$ cat src/hw/rtl/dar_pkg.sv
package dar_pkg;

  localparam int MAX_RADIUS_DEF = 31;
  localparam int MASK_W         = 63;
  localparam int CFG_INDEX_W    = 3;
  localparam int CFG_DATA_W     = 32;

  typedef enum logic [CFG_INDEX_W-1:0] {
    REG_CANVAS_WIDTH   = 3'd0,
    REG_CANVAS_HEIGHT  = 3'd1,
    REG_RING_MODE      = 3'd2,
    REG_RING_THICKNESS = 3'd3,
    REG_PEN_COLOR      = 3'd4
  } reg_index_t;

  typedef struct packed {
    logic [12:0] canvas_width;
    logic [12:0] canvas_height;
    logic        ring_mode;
    logic [4:0]  ring_thickness;
    logic [31:0] pen_color;
  } cfg_t;

  // Commands from the controller to the datapath.
  typedef struct packed {
    logic load;
    logic emit;
  } dp_cmd_t;

  // Status from the datapath to the controller.
  typedef struct packed {
    logic last;
  } dp_status_t;

endpackage

$ cat src/hw/rtl/dar_cfg_regs.sv
module dar_cfg_regs
  import dar_pkg::*;
(
  input  logic                   clk,
  input  logic                   rst,
  input  logic                   cfg_write,
  input  logic [CFG_INDEX_W-1:0] cfg_index,
  input  logic [CFG_DATA_W-1:0]  cfg_data,
  output cfg_t                   cfg
);

  always_ff @(posedge clk) begin
    if (rst) begin
      cfg.canvas_width   <= 13'd1600;
      cfg.canvas_height  <= 13'd900;
      cfg.ring_mode      <= 1'b0;
      cfg.ring_thickness <= 5'd0;
      cfg.pen_color      <= 32'hFF00_0000;
    end else if (cfg_write) begin
      // Indexes past the register list are ignored.
      unique case (cfg_index)
        REG_CANVAS_WIDTH:   cfg.canvas_width   <= cfg_data[12:0];
        REG_CANVAS_HEIGHT:  cfg.canvas_height  <= cfg_data[12:0];
        REG_RING_MODE:      cfg.ring_mode      <= cfg_data[0];
        REG_RING_THICKNESS: cfg.ring_thickness <= cfg_data[4:0];
        REG_PEN_COLOR:      cfg.pen_color      <= cfg_data[31:0];
        default: ;
      endcase
    end
  end

endmodule

$ cat config.mk
export PLATFORM = sky130hd
export DESIGN_NAME = dar_cfg_regs
export DESIGN_NICKNAME = d
export VERILOG_FILES = /design/src/hw/rtl/dar_pkg.sv /design/src/hw/rtl/dar_cfg_regs.sv
export SDC_FILE = /design/constraint.sdc
export NUM_CORES = 1
export LEC_CHECK = 0
export BUFFER_PORTS_ARGS = -buffer_cell sky130_fd_sc_hd__buf_4
export CAP_MARGIN = 25
export CORE_MARGIN = 2
export CORE_UTILIZATION = 48
export DETAILED_ROUTE_END_ITERATION = 8
export PLACE_DENSITY_LB_ADDON = 0.15
export SYNTH_ARGS = -nofsm -noshare
export SYNTH_HDL_FRONTEND = slang
export SYNTH_SLANG_ARGS = --single-unit
$ cat constraint.sdc
create_clock -name clk -period 1.25 [get_ports clk]
set_input_delay 0 -clock clk [delete_from_list [all_inputs] [get_ports clk]]
set_output_delay 0 -clock clk [all_outputs]
set_load 0.03 [all_outputs]
# After elaboration in Yosys (flattened, before gate mapping)

Index checks and enable logic that the tools add are counted.

Word-level logic and storage cells: 15
Bits in read-only memories: 0
Input bits: 38
Register bits after elaboration: 64
Output and inout bits: 64
Memories: 0
RAM bits: 0
Latch bits: 0

Shifts and indexed selects: 0
$lt $le $gt $ge: 0
Reduce and logical (&&, ||, !) cells: 6
Muxes and demuxes: 0
Add/sub/neg operators: 0
Eq/ne operators: 4
Div/mod/pow operators: 0
Bitwise operators: 0
Multiply operators: 0

Operators with widths:

| cell               | number |
|---|---|
| $reduce_and 2->1   | 5 |
| $eq 3x2->1 const B | 2 |
| $eq 3x1->1 const B | 1 |
| $eq 3x3->1 const B | 1 |
| $logic_not 3->1    | 1 |

# Longest topological paths before layout

Depth after elaboration: 2
Gate-level depth with buffers: 5
Depth with buffers taken out: 2

# Least setup slack after synthesis

OpenSTA, ideal clock, no wires.

Kind: input -> register
Start: input port cfg_index[0]
End: register cfg[60] (netlist name)
Buffers on the path: 2
Path slack: 0.197 ns
Setup time: 0.121 ns
Data required time: 1.129 ns
Data arrival time: 0.932 ns
Cell stages on the path: 4
Cells stage by stage: buf_2 > or4b_1 > buf_6 > mux2i_1

Cells in the longest elaborated chain, start to end: 2

Ends and longest elaborated chain:

| what                              | line               | source |
|---|---|---|
| start, declared                   | dar_cfg_regs.sv:7  | `input logic [CFG_INDEX_W-1:0] cfg_index,` |
| $logic_not 3->1                   | dar_cfg_regs.sv:21 | `unique case (cfg_index)` |
| $reduce_and 2->1 (no source line) | --                 |  |
| end, declared                     | dar_cfg_regs.sv:9  | `output cfg_t cfg` |

No other way between the ends.
A chain may end at the register's enable or synchronous reset.

# Worst setup path in the final report

Start: register cfg[34] (netlist name)
End: output port cfg[34] (netlist name)

No word-level cell between the ends.

==> results.cfg <==
[status]
status = complete, no violations

[place]
pre_cts_ws_ps = 113.8
numPortBuffers = 101
place_congestion = 0.7035
placedCellCount = 420
hpwl_mm = 4.000

[clock_tree]
clk_pin_slew_ps = 70
cts_root_buf = clkbuf_8
cts_tree = yes
cts_buffer_depth = 2
hold_buffers = 27
cts_buffers = 9
cts_setup_buffers = 0
cts_resized = 0
clock_latency_ps = 330
htreeDepth = 3
cts.sinks = 64

[layout]
drive_above_1_share = 0.3299
largest_register = cfg
final_cell_mix = buf_4 (106), nand2b_1 (73), mux2i_1 (64), dfxtp_1 (64), nor2_1 (29)
antennaDiodeCount = 0
areaGrowthSynthToFinish_pct = 53.47
reg_top3 = cfg x64
nets = 424
utilization = 0.7527
largest_reg_flops = 64
final_common_cell = buf_4
finalNonFillerCells = 463

[critical_path]
end_kind = primary output
crit_family = flip-flops
crit_type = flop to primary output
path_cells = buf_4
cp_slowest_stage_delay_ps = 350
required_ps = 1250
path_buf_inv = 1
path_max_fanout = 2
critPathLaunchType = flop
cp.arrival_ps = 860
slowest_stage = dfxtp_1

[grt]
grt_usage = 0.2184
grt_pass1_vias = 2215
antenna_found_initial = 0
grt-ovfl-total = 0
grt_max_degree = 42
grt_pass1_wl_mm = 10.30

[sta]
grt_setup_unrepaired = no
setup_tns_ps = 0
slew-limit-headroom = 0.7566
slew_viol_final = 0
clock.fmax_mhz = 1164
hold_viol = 0
finalCriticalPeriod_ps = 859.3
fin_ws_ps = 390.7
finalClockSkew_ps = 0
period_share = 0.6875
setup_viol = 0
worst_slew_pin_slew_ps = 365.0

[synth]
syn_inst = 257
ys_seq_area_frac = 0.4803
yosys_warnings = 0
netlist_area_um2 = 2668
synth_top_area_frac = 0.4803
synth-seq-cells = 64
synth_cell_type_count = 13
synth.avg_cell_area_um2 = 10.38
yosysTopAreaCell = dfxtp_1
synth_area_leaders = dfxtp_1 (48%), mux2i_1 (24%), nand2b_1 (17%)
synth_fp_nets = 295

[power_and_ir_drop]
peakVddDrop_v = 0.0007271
p_leak_nw = 1.851
power_density_nw_per_um2 = 1203
finalPower_mw = 4.925

[hold_path]
hp-class = input pin to flop

[drt]
drc = 0
drt-wirelength-per-cell_um = 13.84
drt_iter0_markers = 88
via_count = 2201
dr.pass1.iters = 4
viasPerCell = 4.754
ant_nets = 0
drt-total-wl_mm = 6.410

[floorplan]
io_pins = 102
die_w_um = 78.55
dieArea_um2 = 6170
die_h_um = 78.55
placementRows = 27
core_um2 = 5439
initial_utilization = 0.4905

[run]
drv_cap = 0
synth_stat cells (all sizes together):
cell type	n
nand2b	73
dfxtp	64
mux2i	64
nor2	29
clkbuf	10
buf	9
nor4bb	3
nand4bb	2
nand4b	1
nor4b	1
or4b	1
where the power goes:
| group | leakage, nW | internal [mW] | switching [mW] |
|---|---|---|---|
| clock network | 0.126 | 1.43 | 0.800 |
| logic | 1.21 | 0.311 | 0.275 |
| registers | 0.519 | 2.08 | 0.0250 |
per-layer routing:
metal	track usage	share of wire	up-vias
li1	-	-	1104
met1	0.2547	0.42	1017
met2	0.3718	0.49	69
met3	0.06437	0.064	11
met4	0.09298	0.020	0
met5	0	0	-
final cells by class:
class                      count  area, um2
timing repair buffer         137       1146
clock buffer                  11      151.4
tap                           72      90.09
clock inverter                 5      102.6
multi-input combinational    174       1323
sequential                    64       1281
fill                         407       1345
final timing paths:
path          startpoint       to  slack [ps]  depth (start not counted)
max              cfg[34]  cfg[34]         390                          1
min          cfg_data[3]   cfg[3]           5                          3
max reg2reg      cfg[31]  cfg[31]         590                          2
min reg2reg      cfg[13]  cfg[13]         480                          2
kinds of logic (layout without fill, tap and decap cells):
kind of cell	count (synthesis)	count (layout)	synth area share
buffers and inverters	19	153	0.03518
DFF	64	64	0.4803
muxes	64	64	0.2401
and+or+nand+nor	110	110	0.2444
stage by stage:
stage          hold WS [ps]  instance area, um2
2_1_floorplan         155.3                2668
6_report              5.288                4094
5_1_grt               6.661                4094
4_1_cts               1.813                4094
3_5_place_dp          264.4                3570
3_3_place_gp          251.6                3570
Power figures use the tool's default switching activity.
