==> config.mk <==
export PLATFORM = sky130hd
export DESIGN_NAME = dar_ctrl
export DESIGN_NICKNAME = d
export VERILOG_FILES = /design/src/hw/rtl/dar_pkg.sv /design/src/hw/rtl/dar_ctrl.sv
export SDC_FILE = /design/constraint.sdc
export NUM_CORES = 1
export LEC_CHECK = 0
export BUFFER_PORTS_ARGS = -buffer_cell sky130_fd_sc_hd__buf_4
export CAP_MARGIN = 20
export CORE_AREA = 2 2 39 41
export DETAILED_ROUTE_END_ITERATION = 6
export DIE_AREA = 0 0 41 43
export SYNTH_ARGS = -nofsm -noshare
export SYNTH_HDL_FRONTEND = slang
export SYNTH_SLANG_ARGS = --single-unit
export TNS_END_PERCENT = 1
==> constraint.sdc <==
create_clock -name clk -period 1.1 [get_ports clk]
set_clock_uncertainty 0.05 [all_clocks]
set_input_delay 0.22 -clock clk [delete_from_list [all_inputs] [get_ports clk]]
set_output_delay 0.22 -clock clk [all_outputs]
set_load 0.1 [all_outputs]
==> src/hw/rtl/dar_pkg.sv <==
package dar_pkg;

  localparam int MAX_RADIUS_DEF = 31;
  localparam int MASK_W         = 63;
  localparam int CFG_INDEX_W    = 3;
  localparam int CFG_DATA_W     = 32;

  typedef enum logic [CFG_INDEX_W-1:0] {
    REG_CANVAS_WIDTH   = 3'd0,
    REG_CANVAS_HEIGHT  = 3'd1,
    REG_RING_MODE      = 3'd2,
    REG_RING_THICKNESS = 3'd3,
    REG_PEN_COLOR      = 3'd4
  } reg_index_t;

  typedef struct packed {
    logic [12:0] canvas_width;
    logic [12:0] canvas_height;
    logic        ring_mode;
    logic [4:0]  ring_thickness;
    logic [31:0] pen_color;
  } cfg_t;

  // Commands from the controller to the datapath.
  typedef struct packed {
    logic load;
    logic emit;
  } dp_cmd_t;

  // Status from the datapath to the controller.
  typedef struct packed {
    logic last;
  } dp_status_t;

endpackage

==> src/hw/rtl/dar_ctrl.sv <==
module dar_ctrl
  import dar_pkg::*;
(
  input  logic       clk,
  input  logic       rst,
  input  logic       in_valid,
  output logic       in_stall,
  output logic       out_valid,
  input  logic       out_stall,
  output dp_cmd_t    cmd,
  input  dp_status_t status
);

  typedef enum logic [1:0] {
    S_IDLE = 2'b01,
    S_RUN  = 2'b10
  } state_t;

  state_t state, state_next;
  logic   out_valid_next;

  assign in_stall = (state != S_IDLE);
  assign cmd.load = (state == S_IDLE) && in_valid;
  // A row is produced whenever the output register is empty or being drained.
  assign cmd.emit = (state == S_RUN) && (!out_valid || !out_stall);

  always_comb begin
    state_next = state;
    unique case (state)
      S_IDLE: if (in_valid) state_next = S_RUN;
      S_RUN:  if (cmd.emit && status.last) state_next = S_IDLE;
      default: state_next = S_IDLE;
    endcase
  end

  always_comb begin
    if (cmd.emit) begin
      out_valid_next = 1'b1;
    end else if (!out_stall) begin
      out_valid_next = 1'b0;
    end else begin
      out_valid_next = out_valid;
    end
  end

  always_ff @(posedge clk) begin
    if (rst) begin
      state     <= S_IDLE;
      out_valid <= 1'b0;
    end else begin
      state     <= state_next;
      out_valid <= out_valid_next;
    end
  end

endmodule

* Yosys cells after proc, flatten, opt, wreduce, memory -nomap -nowiden *
Cells that the tools add are included.
W data, S select, Z words.

storage, ports and cells
  input bits = 5
  output and inout port bits = 4
  word-level logic and storage cells = 20
  bits in registers = 3

cells by class
  reduce and logical (&&, ||, !) cells = 7
  equal/unequal tests = 6
  mux-type cells = 5

operators with widths
  operator              number
  $ne A2 B1 Y1 const B  3
  $mux W2               2
  $pmux W2 S2           1
  $logic_and A1 B1 Y1   3
  $eq A2 B1 Y1 const B  1
  $eq A2 B2 Y1 const B  1
  $logic_not A1 Y1      2
  $mux W1               2
  $ne A2 B2 Y1 const B  1
  $reduce_and A2 Y1     1
  $logic_or A1 B1 Y1    1

* Longest topological paths before layout *
  word-level depth = 6
  depth in mapped cells = 3
  gate-level depth less buffers = 2

* Worst setup path before layout *
Ideal clock, no wire load.

  path type = register to output
  start = register state[1]
  end = output port cmd[1] (netlist bit)
  arrival time = 2.504 ns
  path slack = -1.674 ns
  stages on the path, launching flop included = 3
  cell sequence = dfxtp_1 nand2b_1 nor2_1

RTL lines
  what                      line            RTL
  start: declaration        dar_ctrl.sv:19  state_t state, state_next;
  start signal: assignment  dar_ctrl.sv:51  state <= state_next;
  end: declaration          dar_ctrl.sv:10  output dp_cmd_t cmd,

==> impl_summary.md <==
Status
The flow ran to the end, but the final reports show violations. The checks that failed: setup timing.

Routing
In this run the remaining antenna-violating nets after routing total 0. The number of iterations in the first detailed-routing pass is 2. Dividing the detail-routed wire length by the instance count gives 8.32 µm. Wires add up to 366 µm. The count of vias placed by the detailed router is 158.

In the routed design, unresolved DRC markers number 0. In the routed layout, each cell is associated on average with a via count of 3.59. The violation count after the first detailed-routing iteration is 1.

Power and ir drop
The worst-case IR drop observed on VDD is 0.000467 V. Total power for the finished layout comes to 485 µW. The standby leakage power is 0.000157 µW. In this run the power density over the cells is 1350 mW/mm².

Floorplanning
Once the floorplan was initialized, standard cells occupied 11.7% of the core. The number of ports placed on the die boundary is 9. The die is 43 µm tall. The row count is 14. The core region is 0.00138 mm². The die footprint is 0.00176 mm². The die is 41 µm wide.

Clock tree
The worst-case clock buffer depth is 2. After clock tree synthesis, the clock-pin slew on the worst setup and hold paths is 40 ps. The buffer type at the clock tree root is sky130_fd_sc_hd__clkbuf_4. The clock reaches the later pin of the worst-skew pair after 230 ps. CTS built an H-tree with a depth of 1.

Buffers inserted to repair hold after CTS numbered 0. The TritonCTS clock tree is built. The number of clock buffers added by TritonCTS is 3. Clock tree synthesis found a total of 3 sinks.

Placement
At the end of routability-driven placement, the weighted congestion stood at 0.650. The half-perimeter wire length after detailed placement is 273 µm. The count of buffers from port buffering is 8.

Before CTS, the worst setup slack after placement is -57.9 ps.

Timing
Across all setup checks in the final design, the least slack found is -211 ps. The final count of pins violating max slew is 0. The minimum hold slack is 132 ps. The transition at the pin with the smallest max-transition slack is 219 ps. Setup repair after global routing could not meet its margin everywhere.

The final-report hold violation count was 0. For the final routed database, the setup TNS stands at -524 ps. Setup violations remaining at the end of the flow were counted as 3. The worst path in the final design needs a cycle of 1310 ps, including I/O delays and setup. For this run, the top clock speed supported by timing is 0.763 GHz.

The worst-case headroom to the max-slew limit is 85.4%. The post-route clock period utilization is 119%.

Global routing
The number of global-route vias before repair is 159. The sum of overflow across all layers after global routing is 0. In the global route stage, overall resource usage came out at 6.21%. The first global-routing pass estimated 607 µm of wire. Entering global routing, the biggest net connects 5 pins. The number of antenna violations at the first check in global routing is 0.

Min path
The endpoint of the worst hold path is out_valid. The depth of the worst hold-timing path is 2. The start point of the worst hold path is rst. The kind of path behind the tightest hold check is input port to flip-flop.

Critical path
The source of the worst register-to-register timing path is state[0]. The startpoint type of the worst setup path is a flip-flop. The required time of the worst setup path is 830 ps.

The capture instance of the worst register-to-register path is state[0]. The biggest fanout along the worst timing path is 4. The critical path is of the flip-flop to output port type. The worst register-to-register path has a depth of 3. STA puts the critical path data arrival time at 1040 ps. For flop-to-flop paths, the worst setup slack is 180 ps.

The worst setup path is captured at an output port.

Yosys
The synthesized area per cell is 10.1 µm². The area share of the largest cell type after synthesis is 37.2%. The post-synthesis async set-or-reset flop share is 0%. The post-synthesis cell count is 16.

The dominant register cell in the synthesized netlist is sky130_fd_sc_hd__dfxtp_1. The cell area after synthesis is 161 µm². The number of flops mapped to enable cells by yosys is 0. The post-synthesis sequential element count is 3. Sequential elements use 37.2% of the synthesized area. Counting instances in the post-synthesis netlist gives the leading cell types as 3 x sky130_fd_sc_hd__a21oi_1, 3 x sky130_fd_sc_hd__dfxtp_1, 2 x sky130_fd_sc_hd__nand2b_1. The library cell with the largest summed area after synthesis is sky130_fd_sc_hd__dfxtp_1. Yosys attributes the largest share of cell area to sky130_fd_sc_hd__dfxtp_1 37%, sky130_fd_sc_hd__nor4bb_4 16%, sky130_fd_sc_hd__a21oi_1 9.3%, sky130_fd_sc_hd__nand2b_1 7.8%, sky130_fd_sc_hd__nor3b_2 7.8%. The number of nets in the synthesized netlist is 21. During synthesis, Yosys emitted a total of 0 warnings. The number of distinct library cells after synthesis is 11.

Run
The max-capacitance violation count is 0.

Cells and area
Counting the fill cells in the layout gives 152. 0 antenna diodes ended up in the layout. For this run, the post-layout net count is 34.

The area growth from synthesis to layout is 123%. The share of cells above drive strength 1 is 78.6%.
[cell families after synthesis]
| logic type | share of synthesized area [%] |
|---|---|
| compound gates | 20.2 |
| simple gates | 35.6 |
| buf+inv | 6.98 |
| flops | 37.2 |
[stage by stage]
step	cell area, µm²	std cells	util (%)
3_5_place_dp	260	40	18.8
5_1_grt	360	44	26.0
2_1_floorplan	180	16	-
3_3_place_gp	260	40	18.8
4_1_cts	340	44	24.6
6_report	360	44	26.0
[worst max-delay path: stages (launching register included)]
cell                       delay [ps]
sky130_fd_sc_hd__dfxtp_4          360
sky130_fd_sc_hd__nand2b_4         170
sky130_fd_sc_hd__nor2_4           100
sky130_fd_sc_hd__buf_12           180
[cells in the final DEF (no fill, tap or decap)]
| cell type | instances |
|---|---|
| sky130_fd_sc_hd__nor2_4 | 1 |
| sky130_fd_sc_hd__buf_12 | 4 |
| sky130_fd_sc_hd__clkbuf_4 | 3 |
| sky130_fd_sc_hd__dfxtp_4 | 2 |
| sky130_fd_sc_hd__a21oi_4 | 1 |
| sky130_fd_sc_hd__a21bo_2 | 1 |
| sky130_fd_sc_hd__buf_4 | 5 |
| sky130_fd_sc_hd__inv_1 | 1 |
| sky130_fd_sc_hd__clkbuf_1 | 1 |
| sky130_fd_sc_hd__a21o_1 | 1 |
| sky130_fd_sc_hd__nand2_1 | 1 |
| sky130_fd_sc_hd__a21oi_1 | 2 |
| sky130_fd_sc_hd__nor3b_2 | 1 |
| sky130_fd_sc_hd__nand2b_4 | 2 |
| sky130_fd_sc_hd__nor4bb_4 | 1 |
| sky130_fd_sc_hd__dfxtp_2 | 1 |
[worst max-delay path by stage]
stage	startpoint	end	slack (ps)	cells past startpoint
2_1_floorplan	state[1]	cmd[1]	-350	2
3_3_place_gp	state[0]	cmd[0]	-60	3
3_5_place_dp	state[0]	cmd[0]	-60	3
4_1_cts	state[0]	cmd[0]	-230	3
5_1_grt	state[1]	cmd[1]	-260	3
6_report	state[1]	cmd[1]	-210	3
[power by group]
group | switching [µW] | internal (µW) | total (µW) | leakage (µW)
sequential | 9.61 | 114 | 123 | 0.0000258
clock | 58.7 | 136 | 195 | 0.0000150
combinational | 95.7 | 71.6 | 167 | 0.000116
[per-layer routing]
metal | GRT usage [%] | vias up | share of wire, %
met2 | 6.25 | 10 | 44
li1 | - | 77 | -
met5 | 0 | - | 0
met1 | 5.75 | 69 | 42
met4 | 4.00 | 0 | 1.1
met3 | 9.42 | 2 | 13
[timing repair]
item                                    in CTS  in global routing
endpoints found under the setup margin       4                  4
pin swaps                                    1                  0
buffers inserted                             0                  0
hold endpoints to repair                     0                  0
gates resized for setup                     13                  4
[final cells by class]
| cell class | instances | area, µm² | share of cell area, % |
|---|---|---|---|
| well taps | 16 | 20.0 | 5.56 |
| multi-input cells | 11 | 124 | 34.4 |
| clock buffers | 4 | 26.3 | 7.29 |
| inverters | 1 | 3.75 | 1.04 |
| flip-flops and latches | 3 | 68.8 | 19.1 |
| repair buffers | 9 | 118 | 32.6 |
[flip-flops by register name (all words and copies together), names as in the netlist]
register and cells:
out_valid 1, state 2
No activity file was read; power rests on OpenSTA's default activity.
