### config.mk
export PLATFORM = sky130hd
export DESIGN_NAME = dar_datapath
export DESIGN_NICKNAME = d
export VERILOG_FILES = /design/src/hw/rtl/dar_pkg.sv /design/src/hw/rtl/dar_datapath.sv
export SDC_FILE = /design/constraint.sdc
export NUM_CORES = 2
export LEC_CHECK = 0
export ABC_CLOCK_PERIOD_IN_PS = 44400
export BUFFER_PORTS_ARGS = -buffer_cell sky130_fd_sc_hd__clkbuf_2
export CAP_MARGIN = 40
export CORE_MARGIN = 5
export CORE_UTILIZATION = 47
export CTS_CLUSTER_DIAMETER = 120
export DETAILED_ROUTE_END_ITERATION = 8
export MAX_ROUTING_LAYER = met4
export SETUP_SLACK_MARGIN = 0.15
export SYNTH_ARGS = -nofsm -noshare
export SYNTH_HDL_FRONTEND = slang
export SYNTH_SLANG_ARGS = --single-unit
### constraint.sdc
create_clock -name clk -period 44.4 [get_ports clk]
set_clock_uncertainty 0.2 [all_clocks]
set_input_delay 2.22 -clock clk [delete_from_list [all_inputs] [get_ports clk]]
set_output_delay 2.22 -clock clk [all_outputs]
set_load 0.01 [all_outputs]
### src/hw/rtl/dar_pkg.sv
package dar_pkg;

  localparam int MAX_RADIUS_DEF = 31;
  localparam int MASK_W         = 63;
  localparam int CFG_INDEX_W    = 3;
  localparam int CFG_DATA_W     = 32;

  typedef enum logic [CFG_INDEX_W-1:0] {
    REG_CANVAS_WIDTH   = 3'd0,
    REG_CANVAS_HEIGHT  = 3'd1,
    REG_RING_MODE      = 3'd2,
    REG_RING_THICKNESS = 3'd3,
    REG_PEN_COLOR      = 3'd4
  } reg_index_t;

  typedef struct packed {
    logic [12:0] canvas_width;
    logic [12:0] canvas_height;
    logic        ring_mode;
    logic [4:0]  ring_thickness;
    logic [31:0] pen_color;
  } cfg_t;

  // Commands from the controller to the datapath.
  typedef struct packed {
    logic load;
    logic emit;
  } dp_cmd_t;

  // Status from the datapath to the controller.
  typedef struct packed {
    logic last;
  } dp_status_t;

endpackage

### src/hw/rtl/dar_datapath.sv
module dar_datapath
  import dar_pkg::*;
#(
  parameter int MAX_RADIUS = MAX_RADIUS_DEF
) (
  input  logic               clk,
  input  dp_cmd_t            cmd,
  output dp_status_t         status,
  input  cfg_t               cfg,
  input  logic [11:0]        center_x,
  input  logic [11:0]        center_y,
  input  logic [4:0]         radius,
  output logic signed [13:0] row_y,
  output logic signed [12:0] left_x,
  output logic [MASK_W-1:0]  coverage_mask,
  output logic [31:0]        pixel_color,
  output logic               last_row
);

  localparam int LANES = 2 * MAX_RADIUS + 1;
  localparam logic [4:0] R_MAX = 5'(MAX_RADIUS);

  // Per-command values captured at accept.
  logic [11:0]        cy_q;
  logic [4:0]         r_q;
  logic [9:0]         r2_q;
  logic [9:0]         inner2_q;
  logic signed [12:0] left_q;
  logic [5:0]         k_q;

  logic [4:0]        r_sat;
  logic signed [6:0] inner;
  logic [4:0]        inner_abs;

  assign r_sat     = (radius > R_MAX) ? R_MAX : radius;
  assign inner     = $signed({2'b00, r_sat}) - $signed({2'b00, cfg.ring_thickness});
  // Both operands are at most 31, so the magnitude fits in five bits.
  assign inner_abs = inner[6] ? 5'(-inner) : inner[4:0];

  // Row offset and its square.
  logic signed [6:0]  dy;
  logic [5:0]         dy_abs;
  logic [11:0]        dy2;
  logic signed [13:0] y;
  logic               row_on;

  assign dy     = $signed({1'b0, k_q}) - $signed({2'b00, r_q});
  assign dy_abs = dy[6] ? 6'(-dy) : dy[5:0];
  assign dy2    = {6'd0, dy_abs} * {6'd0, dy_abs};
  assign y      = $signed({2'b00, cy_q}) + 14'(dy);
  assign row_on = !y[13] && (y[12:0] < cfg.canvas_height);

  logic [MASK_W-1:0] mask_row;

  genvar j;
  generate
    for (j = 0; j < MASK_W; j++) begin : g_lane
      if (j < LANES) begin : g_on
        logic signed [6:0]  dx;
        logic [5:0]         dx_abs;
        logic [11:0]        dx2;
        logic [12:0]        d2;
        logic signed [13:0] x;
        logic               hit;
        logic               col_on;

        assign dx     = $signed(7'(j)) - $signed({2'b00, r_q});
        assign dx_abs = dx[6] ? 6'(-dx) : dx[5:0];
        assign dx2    = {6'd0, dx_abs} * {6'd0, dx_abs};
        assign d2     = {1'b0, dx2} + {1'b0, dy2};
        assign hit    = (d2 <= {3'd0, r2_q}) &&
                        !(cfg.ring_mode && (d2 < {3'd0, inner2_q}));
        assign x      = 14'(left_q) + $signed(14'(j));
        assign col_on = !x[13] && (x[12:0] < cfg.canvas_width);
        assign mask_row[j] = row_on && hit && col_on;
      end else begin : g_off
        assign mask_row[j] = 1'b0;
      end
    end
  endgenerate

  assign status.last = (k_q == {r_q, 1'b0});

  always_ff @(posedge clk) begin
    if (cmd.load) begin
      cy_q     <= center_y;
      r_q      <= r_sat;
      r2_q     <= {5'd0, r_sat} * {5'd0, r_sat};
      inner2_q <= {5'd0, inner_abs} * {5'd0, inner_abs};
      left_q   <= $signed({1'b0, center_x}) - $signed({8'd0, r_sat});
      k_q      <= '0;
    end else if (cmd.emit) begin
      k_q <= k_q + 6'd1;
    end
  end

  always_ff @(posedge clk) begin
    if (cmd.emit) begin
      row_y         <= y;
      left_x        <= left_q;
      coverage_mask <= mask_row;
      pixel_color   <= cfg.pen_color;
      last_row      <= status.last;
    end
  end

endmodule

; After elaboration in Yosys (flattened, before gate mapping)
; Index checks and enable logic that the tools add are counted.
[totals]
word_cells = 1036
ff_bits = 179
output_inout_bits = 124
[op_classes]
n_reduce_logical = 443
n_mux = 66
add_sub_neg = 258
n_eq_ne = 1
n_lt_le_gt_ge = 191
multipliers = 66
[op_table]
columns = op, n
row1 = $lt 13x13->1, 64
row2 = $add 12x12->13, 63
row3 = $le 13x10->1, 63
row4 = $lt 13x10->1, 63
row5 = $mul 6x6->12, 64
row6 = $add 13x7->14 const B, 31
row7 = $mux 6, 64
row8 = $neg 6->6, 64
row9 = $logic_and 1x1->1, 316
row10 = $add 13x6->14 const B, 16
row11 = $sub 6x5->7 const A, 31
row12 = $logic_not 1->1, 127
row13 = $add 13x5->14 const B, 8
row14 = $sub 5x5->6 const A, 16
row15 = $add 13x4->14 const B, 4
row16 = $sub 4x5->6 const A, 8
row17 = $add 13x3->14 const B, 2
row18 = $sub 3x5->6 const A, 4
row19 = $mul 5x5->10, 2
row20 = $add 13x2->14 const B, 1
row21 = $add 13x7->14, 1
row22 = $sub 12x5->13, 1
row23 = $sub 1x5->6 const A, 2
row24 = $sub 2x5->6 const A, 2
row25 = other kinds (7), 8

; Depth between registers and ports, before layout
[depth]
ltp_word = 11
ltp_mapped = 39

; Worst setup path before layout
; No wires, ideal clock.
[synth_path]
path_kind = register -> register
from = register r_q[2]
to = register coverage_mask[40], data pin
period_less_slack_ns = 15.281
arrival_ns = 14.905
required_time_ns = 44.024
stages_incl_launch_ff = 37
setup_slack_ns = 29.119
path_buffers = 3
path_cell_list = edfxtp_1 -> clkbuf_1 -> inv_1 -> buf_1 -> clkbuf_1 -> ha_1 -> nor2b_1 -> o31ai_2 -> nand2_2 -> o31ai_1 -> xnor2_1 -> nor2_1 -> fa_1 -> inv_1 -> fa_1 -> inv_1 -> fa_1 -> ha_1 -> xnor2_1 -> fa_1 -> inv_1 -> ha_1 -> a21o_1 -> a21oi_1 -> nor2b_1 -> o21a_1 -> nor2_1 -> xnor2_1 -> ha_1 -> or3b_2 -> o22ai_1 -> nor4_1 -> nand3_1 -> a2111oi_0 -> o31ai_1 -> or3_1 -> nor4_1
[synth_via]
elab_chain_len = 11
elab_cells_between_ends = 20
classes_between = add/sub: 6 / mul: 2 / order compare: 3 / mux: 2 / reduce/logical: 7
[synth_lines]
columns = element, line_no
row1 = "start, declared", dar_datapath.sv:25  ; logic [4:0] r_q;
row2 = "start signal, assigned", dar_datapath.sv:87  ; r_q <= r_sat;
row3 = $sub 6x5->7 (on tied branches), "dar_datapath.sv:67, dar_datapath.sv:47"
row4 = $neg 6->6 (on tied branches), "dar_datapath.sv:68, dar_datapath.sv:48"
row5 = $mux 6 (on tied branches), "dar_datapath.sv:68, dar_datapath.sv:48"
row6 = $mul 6x6->12 (on tied branches), "dar_datapath.sv:69, dar_datapath.sv:49"
row7 = $add 12x12->13, dar_datapath.sv:70  ; assign d2 = {1'b0, dx2} + {1'b0, dy2};
row8 = $lt 13x10->1, dar_datapath.sv:72  ; !(cfg.ring_mode && (d2 < {3'd0, inner2_q}));
row9 = $logic_and 1x1->1, dar_datapath.sv:72
row10 = $logic_not 1->1, dar_datapath.sv:72
row11 = $logic_and 1x1->1, dar_datapath.sv:71  ; assign hit = (d2 <= {3'd0, r2_q}) &&
row12 = $logic_and 1x1->1 * (2 in a row), dar_datapath.sv:75  ; assign mask_row[j] = row_on && hit && col_on;
row13 = via mask_row[40], dar_datapath.sv:53  ; logic [MASK_W-1:0] mask_row;
row14 = "end signal, assigned", dar_datapath.sv:101  ; coverage_mask <= mask_row;
row15 = "end, declared", dar_datapath.sv:15  ; output logic [MASK_W-1:0] coverage_mask,
; Mark *: on every way through the listed nets, which the timed path passes. The rest lies on a longest branch.
; A chain may end at the register's enable or synchronous reset.

; Final worst setup path
[layout_path]
from = register k_q[0]
to = register coverage_mask[40], data pin
[layout_via]
elab_chain_len = 11
elab_cells_between_ends = 16
classes_between = add/sub: 4 / mul: 1 / order compare: 3 / mux: 1 / reduce/logical: 7
[layout_lines]
columns = element, line_no
row1 = "start, declared", dar_datapath.sv:29  ; logic [5:0] k_q;
row2 = "start signal, assigned", dar_datapath.sv:93  ; k_q <= k_q + 6'd1;
row3 = $sub 6x5->7 *, dar_datapath.sv:47  ; assign dy = $signed({1'b0, k_q}) - $signed({2'b00, r_q});
row4 = $neg 6->6, dar_datapath.sv:48  ; assign dy_abs = dy[6] ? 6'(-dy) : dy[5:0];
row5 = $mux 6, dar_datapath.sv:48
row6 = $mul 6x6->12, dar_datapath.sv:49  ; assign dy2 = {6'd0, dy_abs} * {6'd0, dy_abs};
row7 = $add 12x12->13, dar_datapath.sv:70
row8 = $lt 13x10->1, dar_datapath.sv:72
row9 = $logic_and 1x1->1, dar_datapath.sv:72
row10 = $logic_not 1->1, dar_datapath.sv:72
row11 = $logic_and 1x1->1, dar_datapath.sv:71
row12 = $logic_and 1x1->1 * (2 in a row), dar_datapath.sv:75
row13 = via mask_row[40], dar_datapath.sv:53
; Marks and branches as above.

==> out/results.txt <==
status = complete, no violations
routed len/inst = 27.58 microns
Max-Cap Viols = 0
# clock sinks = 176
Slew HR = 0.3156
Least-Margin Pin Slew = 1.024 ns
fin util = 0.5048
DR iter-0 viols = 9423
via/cell ratio = 6.122
Syn Area/Cell = 8.313 sq um
delay of the slowest critical-path stage = 0.74 ns
Critical Path End Type = flip-flop
Final Cycle Share = 0.2563
max-slew violations = 0
Mapped Cells = 12710
core area = 224200 sq um
initial antenna violation count = 37
Reg clk slew, reported paths = 0.12 ns
Post-Synth Simple-Gate Area = 0.1400
Crit path required time = 44.63 ns
adder-cell share of the synthesized area = 0.4835
GPL Wtd Cong = 1.032
XOR/XNOR Fraction of Synth Area = 0.09532
Seq cells post-synth = 176
Final Setup Violations = 0
fin crit period = 11.38 ns
die width = 484.1 microns
Layout area overhead = 7.139%
root buffer cell = clkbuf_16
first-pass iteration count of the detailed router = 7
pre-CTS setup slack = 33.09 ns
Die Height = 484.1 microns
cts-stage hold buffer count = 0
sequential-to-total area share from yosys stat = 0.04946
largest cells by area after synthesis = ha_1, fa_1, xnor2_1, inv_1, edfxtp_1
Synth cell types = 94
antenna-violating nets left = 0
Ports = 220
Worst path slowest cell = buf_4
HP Class = flip-flop to flip-flop
post-route setup slack = 33.02 ns
post-CTS setup buffer count = 0
WP data arrival = 11.61 ns
H-tree depth = 4
Yosys top cell area share = 0.3026
Syn. warnings = 0
die area = 234400 sq um
CP Max Fanout = 21
CP Launch Type = flip-flop
ys async rst share = 0
via count = 98350
Fin. Hold Viols = 0
setup_tns = 0 ns
Peak Freq = 0.08787 GHz
RSZ-0062 raised after global routing = no
cell taking the most area after synthesis = ha_1
fraction of layout cells with a size suffix above 1 = 0.05789
CTS tree = done
first-pass GRT wire length = 643400 microns
proportion of synthesized area in mux cells = 0.006289
vias in the first global route = 98230
final WL = 443000 microns
TritonCTS buffer count = 17
main combinational cell family by area after synthesis = adder cells
post-CTS sizing = 0
Clock Latency Late Sink = 0.60 ns
CTS max path bufs = 2
Worst path most repeated cell = fa_1
number of synthesized flops with an enable pin = 170
Primary FF master, synth = edfxtp_1
GR Util All Layers = 0.3787
Starting Density = 0.4711
final net count = 16640
Synth Cell Area = 105700 sq um
gr ovfl total = 0
hpwl dp = 333800 microns
DRC Markers = 0
Crit Path Category = flip-flop to flip-flop
compound-cell area share of the yosys netlist = 0.1541
Rows = 174
port bufs = 219
largest net degree at the start of global routing = 78
## worst max-delay path: cells and delay by family (launching register included)
family                   cells  cell delay, ns
adder cells (fa/ha/maj)      9            3.85
AND/OR/NAND/NOR             10            1.80
AO/OA/AOI/OAI                8            1.64
buffers and inverters        6            2.22
XOR/XNOR                     3            0.82
flip-flops                   1            0.56
## worst paths after layout
kind	start	to	slack, ns	cells after the start
worst max-delay path	k_q[0]$_SDFFE_PP0P_	coverage_mask[40]$_DFFE_PP_	33.02	36
worst min-delay path	left_q[4]$_DFFE_PP_	left_x[4]$_DFFE_PP_	0.28	0
worst max register to register	k_q[0]$_SDFFE_PP0P_	coverage_mask[40]$_DFFE_PP_	33.02	36
worst min register to register	left_q[4]$_DFFE_PP_	left_x[4]$_DFFE_PP_	0.28	0
## metrics by stage
| step | cells | cell area [sq um] | hold WS [ns] |
|---|---|---|---|
| floorplan | 12840 | 106200 | 0.2523 |
| global placement | 15960 | 112100 | 0.2559 |
| global route | 16060 | 113200 | 0.3019 |
| detailed placement | 16000 | 112500 | 0.2483 |
| CTS | 16030 | 113100 | 0.2804 |
| finish | 16060 | 113200 | 0.2765 |
## cells by family (layout without fill, tap and decap cells)
kind of cell,Yosys count,after routing
other,2,165
muxes,64,64
and+or+nand+nor,3244,3244
DFF,176,176
xor gates and xnor gates,1149,1149
buffers and inverters,2003,2203
AOI/OAI and AO/OA,2561,2561
adders and majority gates,3510,3510
## cell usage after synthesis, drive strengths merged (43+ instances only)
| library cell | instances |
|---|---|
| nor2b | 148 |
| nor3 | 168 |
| inv | 1626 |
| xor2 | 302 |
| nor4 | 86 |
| o21a | 115 |
| o211ai | 68 |
| xnor2 | 847 |
| or2 | 62 |
| ha | 2555 |
| edfxtp | 170 |
| a2111oi | 75 |
| o2111ai | 50 |
| o41ai | 43 |
| clkbuf | 291 |
| a31oi | 65 |
| a21o | 367 |
| nand2b | 121 |
| o21bai | 50 |
| and2 | 57 |
| nor2 | 1267 |
| a211oi | 123 |
| mux2i | 48 |
| nand4 | 138 |
| nand3 | 173 |
| a21oi | 777 |
| buf | 76 |
| fa | 955 |
| nand2 | 853 |
| o21ai | 589 |
## cell type report
type | count | area [sq um]
clock inverters | 15 | 217.7
diodes | 29 | 72.57
inverters | 1636 | 6186
fillers | 21790 | 111000
repair buffers | 535 | 3682
well taps | 2992 | 3744
flip-flops and latches | 176 | 5225
multi-input cells | 10660 | 93640
clock buffers | 17 | 425.4
## per-layer routing
metal / routed length (microns) / global-route usage / part of all wire / up-vias
met4: 32410 / 0.2150 / 0.073 / 0
met5: 0 / - / 0 / -
met1: 179400 / 0.4774 / 0.40 / 48270
met2: 188000 / 0.5669 / 0.42 / 4564
met3: 43260 / 0.07518 / 0.098 / 1269
li1: - / - / - / 44250
## state kept, by name, summed over array words and instances (netlist names), 6 cells and up
signal	flops
left_q	13
row_y	14
pixel_color	32
left_x	13
inner2_q	9
k_q	6
r2_q	8
coverage_mask	63
cy_q	12
## placed cells by master (no fill, tap or decap), types with 120 or more instances in the layout
cell type / count
xor2_1: 298
inv_1: 1586
nand3_1: 171
nand4_1: 138
nor2b_1: 148
edfxtp_1: 170
a21o_1: 367
xnor2_1: 837
nand2b_1: 120
ha_1: 2544
clkbuf_2: 218
fa_1: 955
conb_1: 136
nor3_1: 167
nand2_1: 850
a211oi_1: 120
a21oi_1: 776
buf_4: 283
o21ai_0: 576
nor2_1: 1263
Power is left out: the tool's default activity adds up to more than one toggle a clock period on the data nets, which glitch-free logic cannot reach.
